File: src/rtl/core/twstat_div.sv
`timescale 1ns / 1ps
// ----------------------------------------------------------------------------
// twstat_div
// Bit-serial restoring divider: signed dividend by unsigned divisor,
// quotient truncated toward zero, one quotient bit per cycle.
// ----------------------------------------------------------------------------
module twstat_div #(
    parameter int NW = 40,
    parameter int DW = 9
) (
    input  logic                 clk,
    input  logic                 rst_n,
    input  logic                 start,
    input  logic signed [NW-1:0] dividend,
    input  logic [DW-1:0]        divisor,
    output logic                 done,
    output logic signed [NW-1:0] quotient
);
    localparam int CNT_W = $clog2(NW + 1);

    logic [CNT_W-1:0] cnt_reg;
    logic             done_reg;
    logic [DW:0]      rem_reg;
    logic [NW-1:0]    quo_reg;
    logic [DW-1:0]    div_reg;
    logic             neg_reg;
    logic [DW:0]      rem_sh;
    logic             fits;

    assign rem_sh = {rem_reg[DW-1:0], quo_reg[NW-1]};
    assign fits   = rem_sh >= {1'b0, div_reg};

    always_ff @(posedge clk or negedge rst_n)
    begin
        if (!rst_n)
        begin
            cnt_reg  <= '0;
            done_reg <= 1'b0;
        end
        else
        begin
            done_reg <= 1'b0;
            if (start)
            begin
                cnt_reg <= CNT_W'(NW);
            end
            else if (cnt_reg != '0)
            begin
                cnt_reg <= cnt_reg - 1'b1;
                if (cnt_reg == CNT_W'(1))
                begin
                    done_reg <= 1'b1;
                end
            end
        end
    end

    always_ff @(posedge clk)
    begin
        if (start)
        begin
            rem_reg <= '0;
            quo_reg <= dividend[NW-1] ? (~dividend + 1'b1) : dividend;
            div_reg <= divisor;
            neg_reg <= dividend[NW-1];
        end
        else if (cnt_reg != '0)
        begin
            rem_reg <= fits ? (rem_sh - {1'b0, div_reg}) : rem_sh;
            quo_reg <= {quo_reg[NW-2:0], fits};
        end
    end

    assign done     = done_reg;
    assign quotient = neg_reg ? -$signed(quo_reg) : $signed(quo_reg);

endmodule
File: config.mk
export PLATFORM = sky130hd
export DESIGN_NAME = twstat_div
export DESIGN_NICKNAME = d
export VERILOG_FILES = /design/src/rtl/core/twstat_div.sv
export SDC_FILE = /design/constraint.sdc
export NUM_CORES = 1
export LEC_CHECK = 0
export CAP_MARGIN = 5
export CORE_MARGIN = 2
export CORE_UTILIZATION = 28
export DETAILED_ROUTE_END_ITERATION = 8
export DONT_BUFFER_PORTS = 1
export GPL_ROUTABILITY_DRIVEN = 0
export SLEW_MARGIN = 20
export SYNTH_ARGS = -nofsm -noshare
export SYNTH_HDL_FRONTEND = slang
export SYNTH_SLANG_ARGS = --single-unit
File: constraint.sdc
create_clock -name clk -period 5.5 [get_ports clk]
set_input_delay 0.275 -clock clk [delete_from_list [all_inputs] [get_ports clk]]
set_output_delay 0.275 -clock clk [all_outputs]
set_load 0.05 [all_outputs]
After elaboration in Yosys (flattened, before gate mapping)
Index checks and enable logic that the tools add are counted.

Reduce and logical (&&, ||, !) cells: 2. Eq/ne operators: 1. Muxes and demuxes: 10. $add $sub $neg: 4. Bitwise operators: 1. $lt $le $gt $ge: 1.

Operator list (count): $mux 40 (4); $add 40x1->40 const B (1); $neg 40->40 (1); $not 40->40 (1); $mux 6 (2); $ge 10x9->1 (1); $mux 9 (1); $sub 9x9->9 (1); $eq 6x1->1 const B (1); $reduce_bool 6->1 (1); $sub 6x1->6 const B (1); $mux 1 (3); $reduce_bool 2->1 (1).

Register bits after elaboration: 66. Word-level logic and storage cells: 25. Output and inout port bits: 41.

Logic depth before layout (Yosys ltp)
Word-level depth: 4. Depth in mapped cells: 11. Depth with buffers taken out: 10.

Worst setup path after synthesis
Ideal clock, no wire load.

Path type: flip-flop to flip-flop. Start: register quo_reg[39]. End: register rem_reg[0]. Slack: 2.298 ns. Period minus slack after synthesis: 3.202 ns. Arrival: 3.116 ns. Cell stages (with the launch flop): 11. Library setup time: 0.086 ns. Buffers on the path: 0. Required time: 5.414 ns. Path through: edfxtp_1 > inv_1 > ha_1 > inv_1 > fa_1 > a21o_1 > a221oi_1 > a21oi_1 > a2111oi_1 > mux2_2 > a211oi_1.

Cells in the longest elaborated chain, start to end: 2.

Ends and longest elaborated chain: start, declared (RTL line 24) `logic [NW-1:0] quo_reg;`; start signal, assigned (RTL line 63) `quo_reg <= dividend[NW-1] ? (~dividend + 1'b1) : dividend;`; start signal, assigned (RTL line 70) `quo_reg <= {quo_reg[NW-2:0], fits};`; $sub 9x9->9 or $ge 10x9->1 (tied branches) (RTL line 69, 31); $mux 9 * (RTL line 69) `rem_reg <= fits ? (rem_sh - {1'b0, div_reg}) : rem_sh;`; end signal, assigned (RTL line 69); end, declared (RTL line 23) `logic [DW:0] rem_reg;`.

Mark *: on every way between the ends. The rest lies on a longest branch, timed or not. A chain may end at the register's enable or synchronous reset.

Worst setup path after layout
Start: register quo_reg[0]. End: output quotient[33].

Cells in the longest elaborated chain, start to end: 2.

Ends and longest elaborated chain: $neg 40->40 (RTL line 75) `assign quotient = neg_reg ? -$signed(quo_reg) : $signed(quo_reg);`; $mux 40 (RTL line 75); end, declared (RTL line 17) `output logic signed [NW-1:0] quotient`.

No other way between the ends.

==> flow_metrics.tcl <==
set metrics [dict create \
    status "completed" \
    area_growth_pct 12.06 \
    drt_first_pass_iters 4 \
    hold_viol 0 \
    fmax_mhz 258.0 \
    numCtsBuffers 9 \
    avgSynthCellArea_sq_um 9.293 \
    synth_edf_count 50 \
    critPathArrivalTime_ns 3.60 \
    largest_register_ffs 40 \
    ys_ff_latch 66 \
    root_buffer "clkbuf_16" \
    fillers 1684 \
    nets 566 \
    register_area_sq_um 1857 \
    coreArea_sq_um 16520 \
    dr.first_iter.drc_count 236 \
    yosysWarnings 0 \
    initial_core_util 0.2857 \
    required_ns 5.22 \
    finalMaxSlewViolations 0 \
    critPathLaunchType "flip-flop" \
    clkLatencyLatePin_ns 0.34 \
    grt_pass1_wl_mm 19.44 \
    routed_wl_mm 12.07 \
    clockBufferDepth 2 \
    io_buffers 0 \
    num_antenna_cells 0 \
    tightestPinTransition_ns 1.151 \
    rows 47 \
    slew-limit-headroom 0.2269 \
    dp_slack_ns 1.901 \
    path_class "flip-flop to output pin" \
    fin_skew_ns 0.005995 \
    setup_viol 0 \
    p_leak_nw 1.874 \
    die-area_sq_um 17910 \
    synth_seq_area_share 0.3933 \
    fin_crit_sh 0.7049 \
    track_usage 0.1393 \
    cts_tree "yes" \
    synth.distinct_cells 62 \
    end_kind "output pin" \
    period_needed_ns 3.877 \
    drc 0 \
    dpl.hpwl_mm 8.721 \
    async_flop_share 0.1061 \
    cts_sinks 66 \
    timing.final.ws_setup_ns 1.623 \
    maxCapViolations 0 \
    tns_ns 0 \
    vias 3810 \
    overflow 0 \
    netlist_area_sq_um 4721 \
    syn_nets 574 \
    antenna_left 0 \
    cts-resized-gates 0 \
    synth_top_area_cell "edfxtp_1" \
    dieHeight_um 133.8 \
    clk_pin_slew_ns 0.05 \
    p_per_area_nw_per_um2 354.4 \
    multi_input_area_sq_um 2750 \
    grt_pass1_vias 3689 \
    wl_per_cell_um 16.65 \
    antenna_found_initial 0 \
    hold_class "input pin to flip-flop" \
    pin_count 93 \
    dominantRegCellSynth "edfxtp_1" \
    fp.dieW_um 133.8 \
    synth.area.top_cells "edfxtp_1 (32%), xnor2_1 (8.7%), xor2_1 (6.9%)" \
    netlist_instances 508 \
    cp_max_fo 5 \
    ir_drop_mv 0.1675 \
    htree_levels 3 \
    viasPerCell 5.255 \
    layout-drive-gt1-share 0.08911 \
    grt_max_degree 110 \
    rsz0062_at_grt "false" \
    yosys.area.top_type_share 0.3180 \
    reg2reg_setup_slack_ns 1.84 \
]
kinds of logic (layout without fill, tap and decap cells):
logic type / after synthesis / after routing / share of synthesized area
muxes: 3 / 3 / 0.006626
AOI/OAI and AO/OA: 133 / 133 / 0.1810
and+or+nand+nor: 164 / 164 / 0.1794
adders and majority gates: 14 / 14 / 0.03870
buffers and inverters: 44 / 41 / 0.04506
DFF: 66 / 66 / 0.3933
xor gates and xnor gates: 84 / 84 / 0.1558
worst max-delay path, stage by stage (launching register included):
cell,delay (ns)
edfxtp_1,0.65
nor3_1,0.44
nand4b_1,0.25
or4_1,0.54
or4_1,0.57
o31ai_1,0.29
xnor2_1,0.51
metrics by stage:
| stage | std cells | power (W) | area, sq um | hold WS, ns | util |
|---|---|---|---|---|---|
| 6_report | 725 | 0.001875 | 5290 | 0.02517 | 0.3201 |
| 5_1_grt | 725 | 0.001969 | 5290 | 0.01229 | 0.3201 |
| 4_1_cts | 725 | 0.001879 | 5230 | 0.009033 | 0.3165 |
| 3_5_place_dp | 707 | 0.001306 | 4923 | -0.02023 | 0.2979 |
| 3_3_place_gp | 707 | 0.001290 | 4886 | -0.02028 | 0.2957 |
| 2_1_floorplan | 508 | 0.001226 | 4721 | -0.02059 | - |
final cells by class:
cell class              count  area share
well taps                 220     0.05203
multi-input cells         398      0.5199
flip-flops and latches     66      0.3510
inverters                  19     0.01348
clock buffers              10     0.04328
clock inverters             6     0.01088
repair buffers              6    0.009461
report_power, final:
| part | total, W | internal [W] | switching (W) |
|---|---|---|---|
| clock | 0.000562 | 0.000347 | 0.000216 |
| sequential | 0.000713 | 0.000618 | 0.0000953 |
| combinational | 0.000599 | 0.000185 | 0.000415 |
| total | 0.00188 | 0.00115 | 0.000726 |
worst paths after layout:
| path | to | start | depth (start not counted) |
|---|---|---|---|
| max | quotient[33] | quo_reg[0] | 6 |
| min | cnt_reg[2] | start | 1 |
| max reg2reg | rem_reg[0] | quo_reg[39] | 11 |
| min reg2reg | rem_reg[8] | rem_reg[7] | 2 |
| max in group asynchronous | done | rst_n | 1 |
| min in group asynchronous | cnt_reg[1] | rst_n | 1 |
synth_stat cells, types with 3 or more instances:
master    number
nor2_1        57
edfxtp_1      50
xnor2_1       47
a21oi_1       46
xor2_1        37
nand2_1       31
o21ai_0       29
o31ai_1       21
inv_1         19
clkbuf_1      14
ha_1          13
o41ai_1       12
dfxtp_1        9
nor3_1         9
or4_1          9
dfrtp_1        7
or3_1          7
nand2b_1       6
nand3_1        6
nor4_1         6
buf_1          4
or2_2          4
a211oi_1       3
a21o_1         3
a31oi_1        3
and2_1         3
buf_6          3
nand3b_1       3
nand4_1        3
nor2b_1        3
layout by cell type, fill, tap and decap left out, types with 3 or more instances in the layout:
cell type  synthesis  layout
a211oi_1           3       3
a21o_1             3       3
a21oi_1           46      46
a31oi_1            3       3
and2_1             3       3
buf_4              1       4
clkbuf_16          0       9
dfrtp_1            7       7
dfxtp_1            9       9
edfxtp_1          50      50
ha_1              13      13
inv_1             19      19
nand2_1           31      31
nand2b_1           6       6
nand3_1            6       6
nand3b_1           3       3
nand4_1            3       3
nor2_1            57      57
nor2b_1            3       3
nor3_1             9       9
nor4_1             6       6
o21ai_0           29      28
o31ai_1           21      21
o41ai_1           12      12
or2_2              4       4
or3_1              7       6
or4_1              9       9
xnor2_1           47      34
xnor2_2            0      13
xor2_1            37      37
layer usage:
metal  track usage  vias to the layer above  routed length, um
li1              -                     1850                  -
met4       0.06147                        0                342
met3       0.04384                       20                827
met1        0.1711                     1842               5218
met5             0                        -                  0
met2        0.2251                       98               5684
timing repair:
| item | in CTS | in global routing |
|---|---|---|
| buffers inserted | 0 | 0 |
| hold buffers | 2 | 0 |
| endpoints found under the hold margin | 10 | 0 |
(Power assumes the default switching activity.)
