## config.mk

```make
export PLATFORM = sky130hd
export DESIGN_NAME = twstat_acc
export DESIGN_NICKNAME = d
export VERILOG_FILES = /design/src/rtl/core/twstat_pkg.sv /design/src/rtl/core/twstat_acc.sv
export SDC_FILE = /design/constraint.sdc
export NUM_CORES = 1
export LEC_CHECK = 0
export BUFFER_PORTS_ARGS = -buffer_cell sky130_fd_sc_hd__clkbuf_2
export CAP_MARGIN = 20
export CORE_MARGIN = 2
export CORE_UTILIZATION = 59
export CTS_CLUSTER_SIZE = 28
export DETAILED_ROUTE_END_ITERATION = 6
export PLACE_DENSITY = 0.83
export SLEW_MARGIN = 20
export SYNTH_ARGS = -nofsm -noshare
export SYNTH_HDL_FRONTEND = slang
export SYNTH_SLANG_ARGS = --single-unit
```

## constraint.sdc

```tcl
create_clock -name clk -period 12.7 [get_ports clk]
set_input_delay 3.175 -clock clk [delete_from_list [all_inputs] [get_ports clk]]
set_output_delay 3.175 -clock clk [all_outputs]
set_load 0.02 [all_outputs]
```

## src/rtl/core/twstat_pkg.sv

```systemverilog
`timescale 1ns / 1ps
// ----------------------------------------------------------------------------
// twstat_pkg
// Shared types and constants of the time window statistics block.
// ----------------------------------------------------------------------------
package twstat_pkg;

    localparam int SAMPLE_W    = 32;
    localparam int RESULT_W    = 33;
    localparam int COUNT_OUT_W = 9;
    localparam int MODE_W      = 3;
    localparam int CFG_INDEX_W = 2;
    localparam int CFG_DATA_W  = 32;
    localparam int S_DATA_W    = 64;
    localparam int M_DATA_W    = 48;

    localparam logic [MODE_W-1:0] MODE_LAST      = 3'd0;
    localparam logic [MODE_W-1:0] MODE_MEAN      = 3'd1;
    localparam logic [MODE_W-1:0] MODE_MAX       = 3'd2;
    localparam logic [MODE_W-1:0] MODE_MIN       = 3'd3;
    localparam logic [MODE_W-1:0] MODE_ABS_MAX   = 3'd4;
    localparam logic [MODE_W-1:0] MODE_ABS_MIN   = 3'd5;
    localparam logic [MODE_W-1:0] MODE_AMPLITUDE = 3'd6;
    localparam logic [MODE_W-1:0] MODE_SPARE     = 3'd7;

    localparam logic [CFG_INDEX_W-1:0] CFG_STAT_MODE     = 2'd0;
    localparam logic [CFG_INDEX_W-1:0] CFG_WINDOW_LENGTH = 2'd1;

    typedef enum logic [2:0] {
        ST_IDLE,
        ST_PRUNE_RD,
        ST_PRUNE_CHK,
        ST_SCAN,
        ST_FINISH,
        ST_DIV,
        ST_DONE
    } state_t;

    typedef struct packed {
        logic en;
        logic first;
    } acc_ctl_t;

endpackage

```

## src/rtl/core/twstat_acc.sv

```systemverilog
`timescale 1ns / 1ps
// ----------------------------------------------------------------------------
// twstat_acc
// Shared accumulate and compare unit: running sum, min, max and the
// min and max of magnitudes, one sample per beat.
// ----------------------------------------------------------------------------
module twstat_acc #(
    parameter int SW = 40
) (
    input  logic                                   clk,
    input  twstat_pkg::acc_ctl_t                   ctl,
    input  logic signed [twstat_pkg::SAMPLE_W-1:0] value,
    output logic signed [SW-1:0]                   sum,
    output logic signed [twstat_pkg::SAMPLE_W-1:0] max_val,
    output logic signed [twstat_pkg::SAMPLE_W-1:0] min_val,
    output logic [twstat_pkg::SAMPLE_W-1:0]        abs_max,
    output logic [twstat_pkg::SAMPLE_W-1:0]        abs_min
);
    import twstat_pkg::*;

    logic signed [SW-1:0]       sum_reg;
    logic signed [SAMPLE_W-1:0] max_reg;
    logic signed [SAMPLE_W-1:0] min_reg;
    logic [SAMPLE_W-1:0]        amax_reg;
    logic [SAMPLE_W-1:0]        amin_reg;
    logic [SAMPLE_W-1:0]        mag;

    assign mag = value[SAMPLE_W-1] ? (~value + 1'b1) : value;

    always_ff @(posedge clk)
    begin
        if (ctl.en)
        begin
            if (ctl.first)
            begin
                sum_reg  <= SW'(value);
                max_reg  <= value;
                min_reg  <= value;
                amax_reg <= mag;
                amin_reg <= mag;
            end
            else
            begin
                sum_reg <= sum_reg + SW'(value);
                if (value > max_reg)
                begin
                    max_reg <= value;
                end
                if (value < min_reg)
                begin
                    min_reg <= value;
                end
                if (mag > amax_reg)
                begin
                    amax_reg <= mag;
                end
                if (mag < amin_reg)
                begin
                    amin_reg <= mag;
                end
            end
        end
    end

    assign sum     = sum_reg;
    assign max_val = max_reg;
    assign min_val = min_reg;
    assign abs_max = amax_reg;
    assign abs_min = amin_reg;

endmodule

```

Word level (Yosys, flattened, before mapping):

Cells that the tools add are included.

* output and inout port bits: 168
* flip-flop bits (word level): 168

* order comparisons: 4
* bitwise logic cells: 1
* multiplexer cells: 10
* add/subtract/negate cells: 2
* reductions and logical operators: 8

Operator list (count)
* $mux 32: 9
* $gt 32x32->1: 2
* $lt 32x32->1: 2
* $add 40x32->40: 1
* $mux 40: 1
* $add 32x1->32 const B: 1
* $not 32->32: 1
* $reduce_and 2->1: 4
* $reduce_bool 2->1: 4

Longest topological paths before layout:

Gate-level depths: netlist of the first run.

* word-level depth: 6
* depth in mapped cells: 16
* mapped depth without buffers: 16

Worst setup path before layout of the first run:

No wires, ideal clock.

* kind: input -> register
* start point: in value[4] (netlist name)
* end point: reg amin_reg[0] (netlist: abs_min[0]) (enable)
* data required time: 12.259 ns
* setup slack: 4.272 ns
* stages on the path: 15
* setup time: 0.441 ns
* buffers on the path: 0
* data arrival time: 7.987 ns
* cell sequence: or3_1 nor3_2 nand3_1 or4_4 or3_4 o31ai_2 xnor2_1 ha_1 a21o_1 a21o_1 a21oi_1 nor2_1 a211oi_1 o21ai_0 a31oi_1

* cells in the longest elaborated chain, start to end: 6

RTL lines
* start, declared: line twstat_acc.sv:12 `input logic signed [twstat_pkg::SAMPLE_W-1:0] value,`
* $not 32->32: line twstat_acc.sv:28 `assign mag = value[SAMPLE_W-1] ? (~value + 1'b1) : value;`
* $add 32x1->32: line twstat_acc.sv:28
* $mux 32: line twstat_acc.sv:28
* net mag[25]: line twstat_acc.sv:26 `logic [SAMPLE_W-1:0] mag;`
* $lt 32x32->1: line twstat_acc.sv:57 `if (mag < amin_reg)`
* $reduce_bool 2->1 (no source line)
* $reduce_and 2->1 (no source line)
* end signal, assigned: line twstat_acc.sv:40 `amin_reg <= mag;`
* end signal, assigned: line twstat_acc.sv:59 `amin_reg <= mag;`
* end, declared: line twstat_acc.sv:25 `logic [SAMPLE_W-1:0] amin_reg;`

The timed path passes the listed nets, and every way through them passes these cells.
A chain may end at the register's enable or synchronous reset.

Final worst setup path of the first run:

* start point: in value[4] (netlist name)
* end point: reg amin_reg[1] (netlist: abs_min[1]) (enable)

The elaborated chain is that of the path after synthesis.

==> results of run 1 <==
## power by group through the flow
stage | registers (mW) | clock network, mW | logic (mW)
CTS | 0.718 | 0.540 | 0.559
detailed placement | 0.730 | 0 | 0.554
global placement | 0.728 | 0 | 0.537
finish | 0.719 | 0.536 | 0.564
global route | 0.724 | 0.565 | 0.624
floorplan | 0.787 | 0 | 0.322
## worst max-delay path, stage by stage
cell and delay [ns]:
clkbuf_2 0.17, or3_1 0.46, nor3_2 0.25, nand3_1 0.27
or4_4 0.58, or3_4 0.44, o31ai_2 0.23, xnor2_1 0.24
ha_1 0.32, a21o_1 0.16, a21o_1 0.16, a21oi_1 0.14
nor2_1 0.06, a211oi_1 0.20, o21ai_0 0.16, a31oi_4 0.50
buf_16 0.24
## cells by family (layout without fill, tap and decap cells)
logic type,count (synthesis),count (layout),share of synthesized area
buffers and inverters,164,380,0.0529
DFF,168,168,0.434
and+or+nand+nor,246,246,0.109
xor gates and xnor gates,62,62,0.0467
adders and majority gates,167,167,0.180
muxes,5,5,0.00441
AOI/OAI and AO/OA,319,319,0.173
## Yosys cell counts, types with 3 or more instances
cell and n:
or4_1 5, xor2_1 18, and4b_1 3, clkbuf_1 23
nand2_1 88, o41ai_1 5, a21o_1 71, nor2b_1 6
nor4_1 6, ha_1 166, a31oi_1 9, a21boi_0 3
xnor2_1 44, o31ai_1 9, inv_1 139, nand4_1 33
nand3_1 10, o211ai_1 9, mux2i_1 4, o21a_1 11
o21bai_1 5, edfxtp_1 168, and2_1 3, nor3_1 17
nand2b_1 13, o21ai_0 93, a21oi_1 77, nor2_1 38
a211oi_1 7, or3_1 8
## worst max-delay path by stage
stage | start | end | slack, ns | cells after the start
final | value[4] | abs_min[1]$_DFFE_PP_ | 5.07 | 17
after global routing | value[4] | abs_max[27]$_DFFE_PP_ | 4.81 | 18
after CTS | value[4] | abs_min[10]$_DFFE_PP_ | 4.75 | 16
after detailed placement | value[4] | abs_min[0]$_DFFE_PP_ | 4.33 | 16
after global placement | value[4] | abs_min[7]$_DFFE_PP_ | 4.44 | 16
after floorplan | value[4] | abs_min[0]$_DFFE_PP_ | 4.27 | 15
## layer usage
metal,GRT usage,vias up,part of all wire,wire length [um]
met1,0.366,4518,0.42,12500
met4,0.110,0,0.034,1010
li1,-,4576,-,-
met5,0,-,0,0
met3,0.0543,71,0.065,1950
met2,0.488,339,0.49,14600
## layout make-up
cell class,count,area (um^2)
clock buffer,18,429
clock inverter,14,171
fill,1494,5830
inverter,139,522
multi-input combinational,799,5990
sequential,168,5040
tap,265,332
timing repair buffer,209,1080
## through the flow
stage          instance area (um^2)  hold slack (ns)  setup slack, ns
3_3_place_gp                  12900            0.695             4.44
3_5_place_dp                  12900            0.728             4.33
4_1_cts                       13500            0.753             4.75
5_1_grt                       13600            0.790             4.81
6_report                      13600            0.754             5.07
2_1_floorplan                 11600            0.815             4.27
==> impl_metrics.tcl, run 1 <==
set metrics [dict create \
    status "finished, final reports clean" \
    cp-end-kind "register" \
    cts.htree.levels 4 \
    final_nets 1536 \
    clock_latency_ns 0.44 \
    syn_inst 1131 \
    switchingPower_uw 616 \
    hp-class "reg -> reg" \
    skew_ns 0.0114 \
    required_ns 12.84 \
    cts_tree "built" \
    die_h_um 144 \
    dp.cells 1579 \
    p_per_area_nw_per_um2 134 \
    track_usage 0.288 \
    grt_max_degree 56 \
    synth_seq_area_share 0.434 \
    cts_setup_buffers 0 \
    synthArstFlopShare 0 \
    sw_frac_of_total 0.339 \
    drtIter0Drc 664 \
    area_growth_pct 16.7 \
    port_buffers 202 \
    finalCoreUtilization 0.700 \
    grt_pass1_wl_mm 45.9 \
    yosysTopAreaCell "edfxtp_1" \
    ys.flop_type "edfxtp_1" \
    layout_commonest_cell "clkbuf_2" \
    worst_slew_pin_slew_ns 0.723 \
    hold_violations 0 \
    drive_gt1_frac 0.189 \
    netlist.area_leader.share 0.434 \
    antennaDiodeCount 0 \
    min_from "sum[0]$_DFFE_PP_" \
    leakagePower_nw 6.39 \
    worstSetupPathType "in -> reg" \
    fp-row-count 51 \
    place.gp.congestion 0.968 \
    hpwlAfterDp_mm 23.1 \
    intPower_mw 1.20 \
    holdPathStages 2 \
    num_vias 9504 \
    routed_wl_mm 30.1 \
    finalMaxSlewViolations 0 \
    mostFrequentLayoutCells "clkbuf_2 (202), edfxtp_1 (168), ha_1 (166)" \
    clk_pin_slew_ns 0.06 \
    drcViolationCount 0 \
    via_per_inst 5.90 \
    worstHoldEndpoint "sum[0]$_DFFE_PP_" \
    ys_types 57 \
    syn-cell-area_um2 11600 \
    stdcell_count 1612 \
    cts_resized 0 \
    peakVddDrop_v 0.0000966 \
    avgSynthCellArea_um2 10.3 \
    startpoint_type "input port" \
    first_global_vias 9084 \
    initial_core_util 0.600 \
    grt-ovfl-total 0 \
    rr_startpoint "min_val[5]$_DFFE_PP_" \
    clockBufferDepth 2 \
    postRouteAntennaNets 0 \
    finalCritPeriodShare 0.601 \
    pwr-share-clk 0.295 \
    synthTopCellsByArea "edfxtp_1 (43%), ha_1 (18%), a21o_1 (4.6%)" \
    post_drt_wl_per_cell_um 18.7 \
    period_minus_slack_ns 7.63 \
    dieArea_um2 20900 \
    yosys_warnings 0 \
    crit_arrival_ns 7.77 \
    relSlewSlack 0.514 \
    setup_viol 0 \
    ys_ff_latch 168 \
    r2r-end "min_val[11]$_DFFE_PP_" \
    antenna_found_initial 0 \
    largest_reg_flops 40 \
    die_width_um 144 \
    clock-root-buffer "clkbuf_16" \
    cts_hold_buf 0 \
    synth_edf_count 168 \
    reg2regPathDepth 10 \
    fmax_ghz 0.131 \
    r2r_slack_ns 9.21 \
    syn_nets 1333 \
    setup_tns_ns 0 \
    cts.sinks 168 \
    drv_cap 0 \
    core-area_um2 19400 \
    combinationalPowerShare 0.310 \
    crit_path_max_fanout 22 \
    pwr-share-seq 0.395 \
    io_pins 203 \
    drt-pass1-iter-count 5 \
    cts_buffers 17 \
    grt_setup_unrepaired "no" \
    power.total_mw 1.82 \
]
No activity file was read; power rests on OpenSTA's default activity.
==> inputs of run 2 (changes only) <==
--- a/config.mk
+++ b/config.mk
@@ -8,10 +8,10 @@
 export BUFFER_PORTS_ARGS = -buffer_cell sky130_fd_sc_hd__clkbuf_2
 export CAP_MARGIN = 20
 export CORE_MARGIN = 2
-export CORE_UTILIZATION = 59
+export CORE_UTILIZATION = 58
 export CTS_CLUSTER_SIZE = 28
 export DETAILED_ROUTE_END_ITERATION = 6
-export PLACE_DENSITY = 0.83
+export PLACE_DENSITY = 0.82
 export SLEW_MARGIN = 20
 export SYNTH_ARGS = -nofsm -noshare
 export SYNTH_HDL_FRONTEND = slang
==> constraint.sdc (replaced) <==
create_clock -name clk -period 7.4 [get_ports clk]
set_input_delay 1.85 -clock clk [delete_from_list [all_inputs] [get_ports clk]]
set_output_delay 1.85 -clock clk [all_outputs]
set_load 0.02 [all_outputs]
==> run 2 against run 1 <==
  * Worst hold slack got worse by 0.028 ns
  * Clock power increased by 56%
  * Sequential share of layout area increased by 0.19 points
  * Non-clock buffer count increased by 1
  * Critical path type unchanged
  * Largest cell class unchanged
==> impl_metrics.tcl, run 2 (same netlist as run 1, synthesis figures left out) <==
set metrics [dict create \
    status "finished, final reports clean" \
    finalCoreUtilization 0.689 \
    dp.cells 1581 \
    cts_buffers 17 \
    port_buffers 202 \
    stdcell_count 1613 \
    via_per_inst 5.98 \
    combinationalPowerShare 0.319 \
    hp-class "reg -> reg" \
    skew_ns 0.0126 \
    clock_latency_ns 0.44 \
    worstSetupPathType "in -> reg" \
    period_minus_slack_ns 6.32 \
    grt_max_degree 53 \
    hpwlAfterDp_mm 23.4 \
    finalInstanceArea_um2 13500 \
    place.gp.congestion 0.929 \
    crit_arrival_ns 6.51 \
    leakagePower_nw 6.36 \
    fillers 1495 \
    clk_pin_slew_ns 0.07 \
    fin_ws_ns 1.08 \
    r2r-end "min_val[0]$_DFFE_PP_" \
    setup_viol 0 \
    mostFrequentLayoutCells "clkbuf_2 (202), edfxtp_1 (168), ha_1 (166)" \
    worst_slew_pin_slew_ns 0.899 \
    pwr-share-seq 0.406 \
    switchingPower_mw 1.07 \
    cts_hold_buf 0 \
    relSlewSlack 0.395 \
    dieArea_um2 21200 \
    clock-root-buffer "clkbuf_16" \
    fp-row-count 51 \
    p_per_area_nw_per_um2 225 \
    io_pins 203 \
    peakVddDrop_v 0.000169 \
    finalMaxSlewViolations 0 \
    drt-pass1-iter-count 6 \
    whs_ns 0.726 \
    crit_path_max_fanout 17 \
    grt_setup_unrepaired "no" \
    grt_pass1_wl_mm 47.5 \
    post_drt_wl_per_cell_um 18.8 \
    dpl-instance-area_um2 13000 \
    cts_resized 0 \
    gr-usage-met2 0.469 \
    intPower_mw 1.97 \
    grt-ovfl-total 0 \
    reg2regPathDepth 10 \
    sw_frac_of_total 0.352 \
    routed_wl_mm 30.3 \
    rr_startpoint "min_val[6]$_DFFE_PP_" \
    antenna_found_initial 0 \
    die_width_um 146 \
    largest_reg_flops 40 \
    crit_end "abs_max[21]$_DFFE_PP_" \
    postRouteAntennaNets 0 \
    cp-end-kind "register" \
    clockBufferDepth 2 \
    cp-startpoint "value[4]" \
    die_h_um 146 \
    grt-busiest-layer "met2" \
    cts_setup_buffers 0 \
    final_nets 1537 \
    area_growth_pct 16.1 \
    core-area_um2 19600 \
    track_usage 0.283 \
    power.total_mw 3.04 \
    met1_usage 0.369 \
    cts.sinks 168 \
    setup_tns_ns 0 \
    met3_usage 0.0486 \
    r2r_slack_ns 4.04 \
    first_global_vias 9224 \
    antennaDiodeCount 0 \
    num_vias 9653 \
    hold_violations 0 \
    drv_cap 0 \
    required_ns 7.58 \
    drtIter0Drc 855 \
    finalCritPeriodShare 0.855 \
    cts.htree.levels 4 \
    layout_commonest_cell "clkbuf_2" \
    drcViolationCount 0 \
    drive_gt1_frac 0.189 \
    dpl_worst_slack_ns 0.691 \
    startpoint_type "input port" \
    fmax_ghz 0.158 \
    initial_core_util 0.594 \
    cts_tree "built" \
    pwr-share-clk 0.275 \
]
-- run 2: cell count changes in the layout (fill, tap and decap cells not counted), sizes merged --
| cell | change |
|---|---|
| bufinv | -3 |
| buf | +1 |
| clkbuf | +1 |
| clkinvlp | +1 |
| inv | +1 |
-- run 2: power by group through the flow --
stage	combinational (mW)	clock [mW]	sequential [mW]
after CTS	0.961	0.840	1.23
final	0.968	0.836	1.23
after detailed placement	0.950	0	1.25
after floorplan	0.552	0	1.35
after global routing	1.07	0.875	1.24
after global placement	0.923	0	1.25
-- run 2: critical path, stage by stage --
cell      delay [ns]
clkbuf_2        0.18
or3_1           0.45
nor3_2          0.24
nand3_1         0.25
or4_4           0.57
or3_4           0.45
o31ai_2         0.21
xnor2_1         0.25
ha_1            0.32
a21o_1          0.17
a21o_1          0.18
a21o_1          0.17
a21oi_1         0.14
o21ai_0         0.09
a21oi_1         0.13
o21ai_0         0.09
and3_1          0.42
buf_4           0.33
-- run 2: final cells by class --
class / count / area, um^2 / area share
repair buffers: 210 / 1070 / 0.0793
well taps: 265 / 332 / 0.0246
clock buffers: 19 / 433 / 0.0321
flip-flops and latches: 168 / 5040 / 0.374
inverters: 139 / 522 / 0.0386
clock inverters: 13 / 113 / 0.00834
multi-input cells: 799 / 5990 / 0.444
-- run 2: layer usage --
| metal | share of wire | wire [um] | vias to the layer above |
|---|---|---|---|
| li1 | - | - | 4574 |
| met1 | 0.42 | 12700 | 4619 |
| met2 | 0.48 | 14500 | 386 |
| met3 | 0.065 | 1970 | 74 |
| met4 | 0.040 | 1200 | 0 |
| met5 | 0 | 0 | - |
-- run 2: worst min-delay path by stage --
stage | from | endpoint | slack (ns) | depth (start not counted)
3_5_place_dp | sum[0]$_DFFE_PP_ | sum[0]$_DFFE_PP_ | 0.72 | 2
3_3_place_gp | sum[0]$_DFFE_PP_ | sum[0]$_DFFE_PP_ | 0.70 | 2
5_1_grt | sum[0]$_DFFE_PP_ | sum[0]$_DFFE_PP_ | 0.76 | 2
2_1_floorplan | sum[0]$_DFFE_PP_ | sum[0]$_DFFE_PP_ | 0.82 | 2
4_1_cts | sum[0]$_DFFE_PP_ | sum[0]$_DFFE_PP_ | 0.73 | 2
6_report | sum[0]$_DFFE_PP_ | sum[0]$_DFFE_PP_ | 0.73 | 2
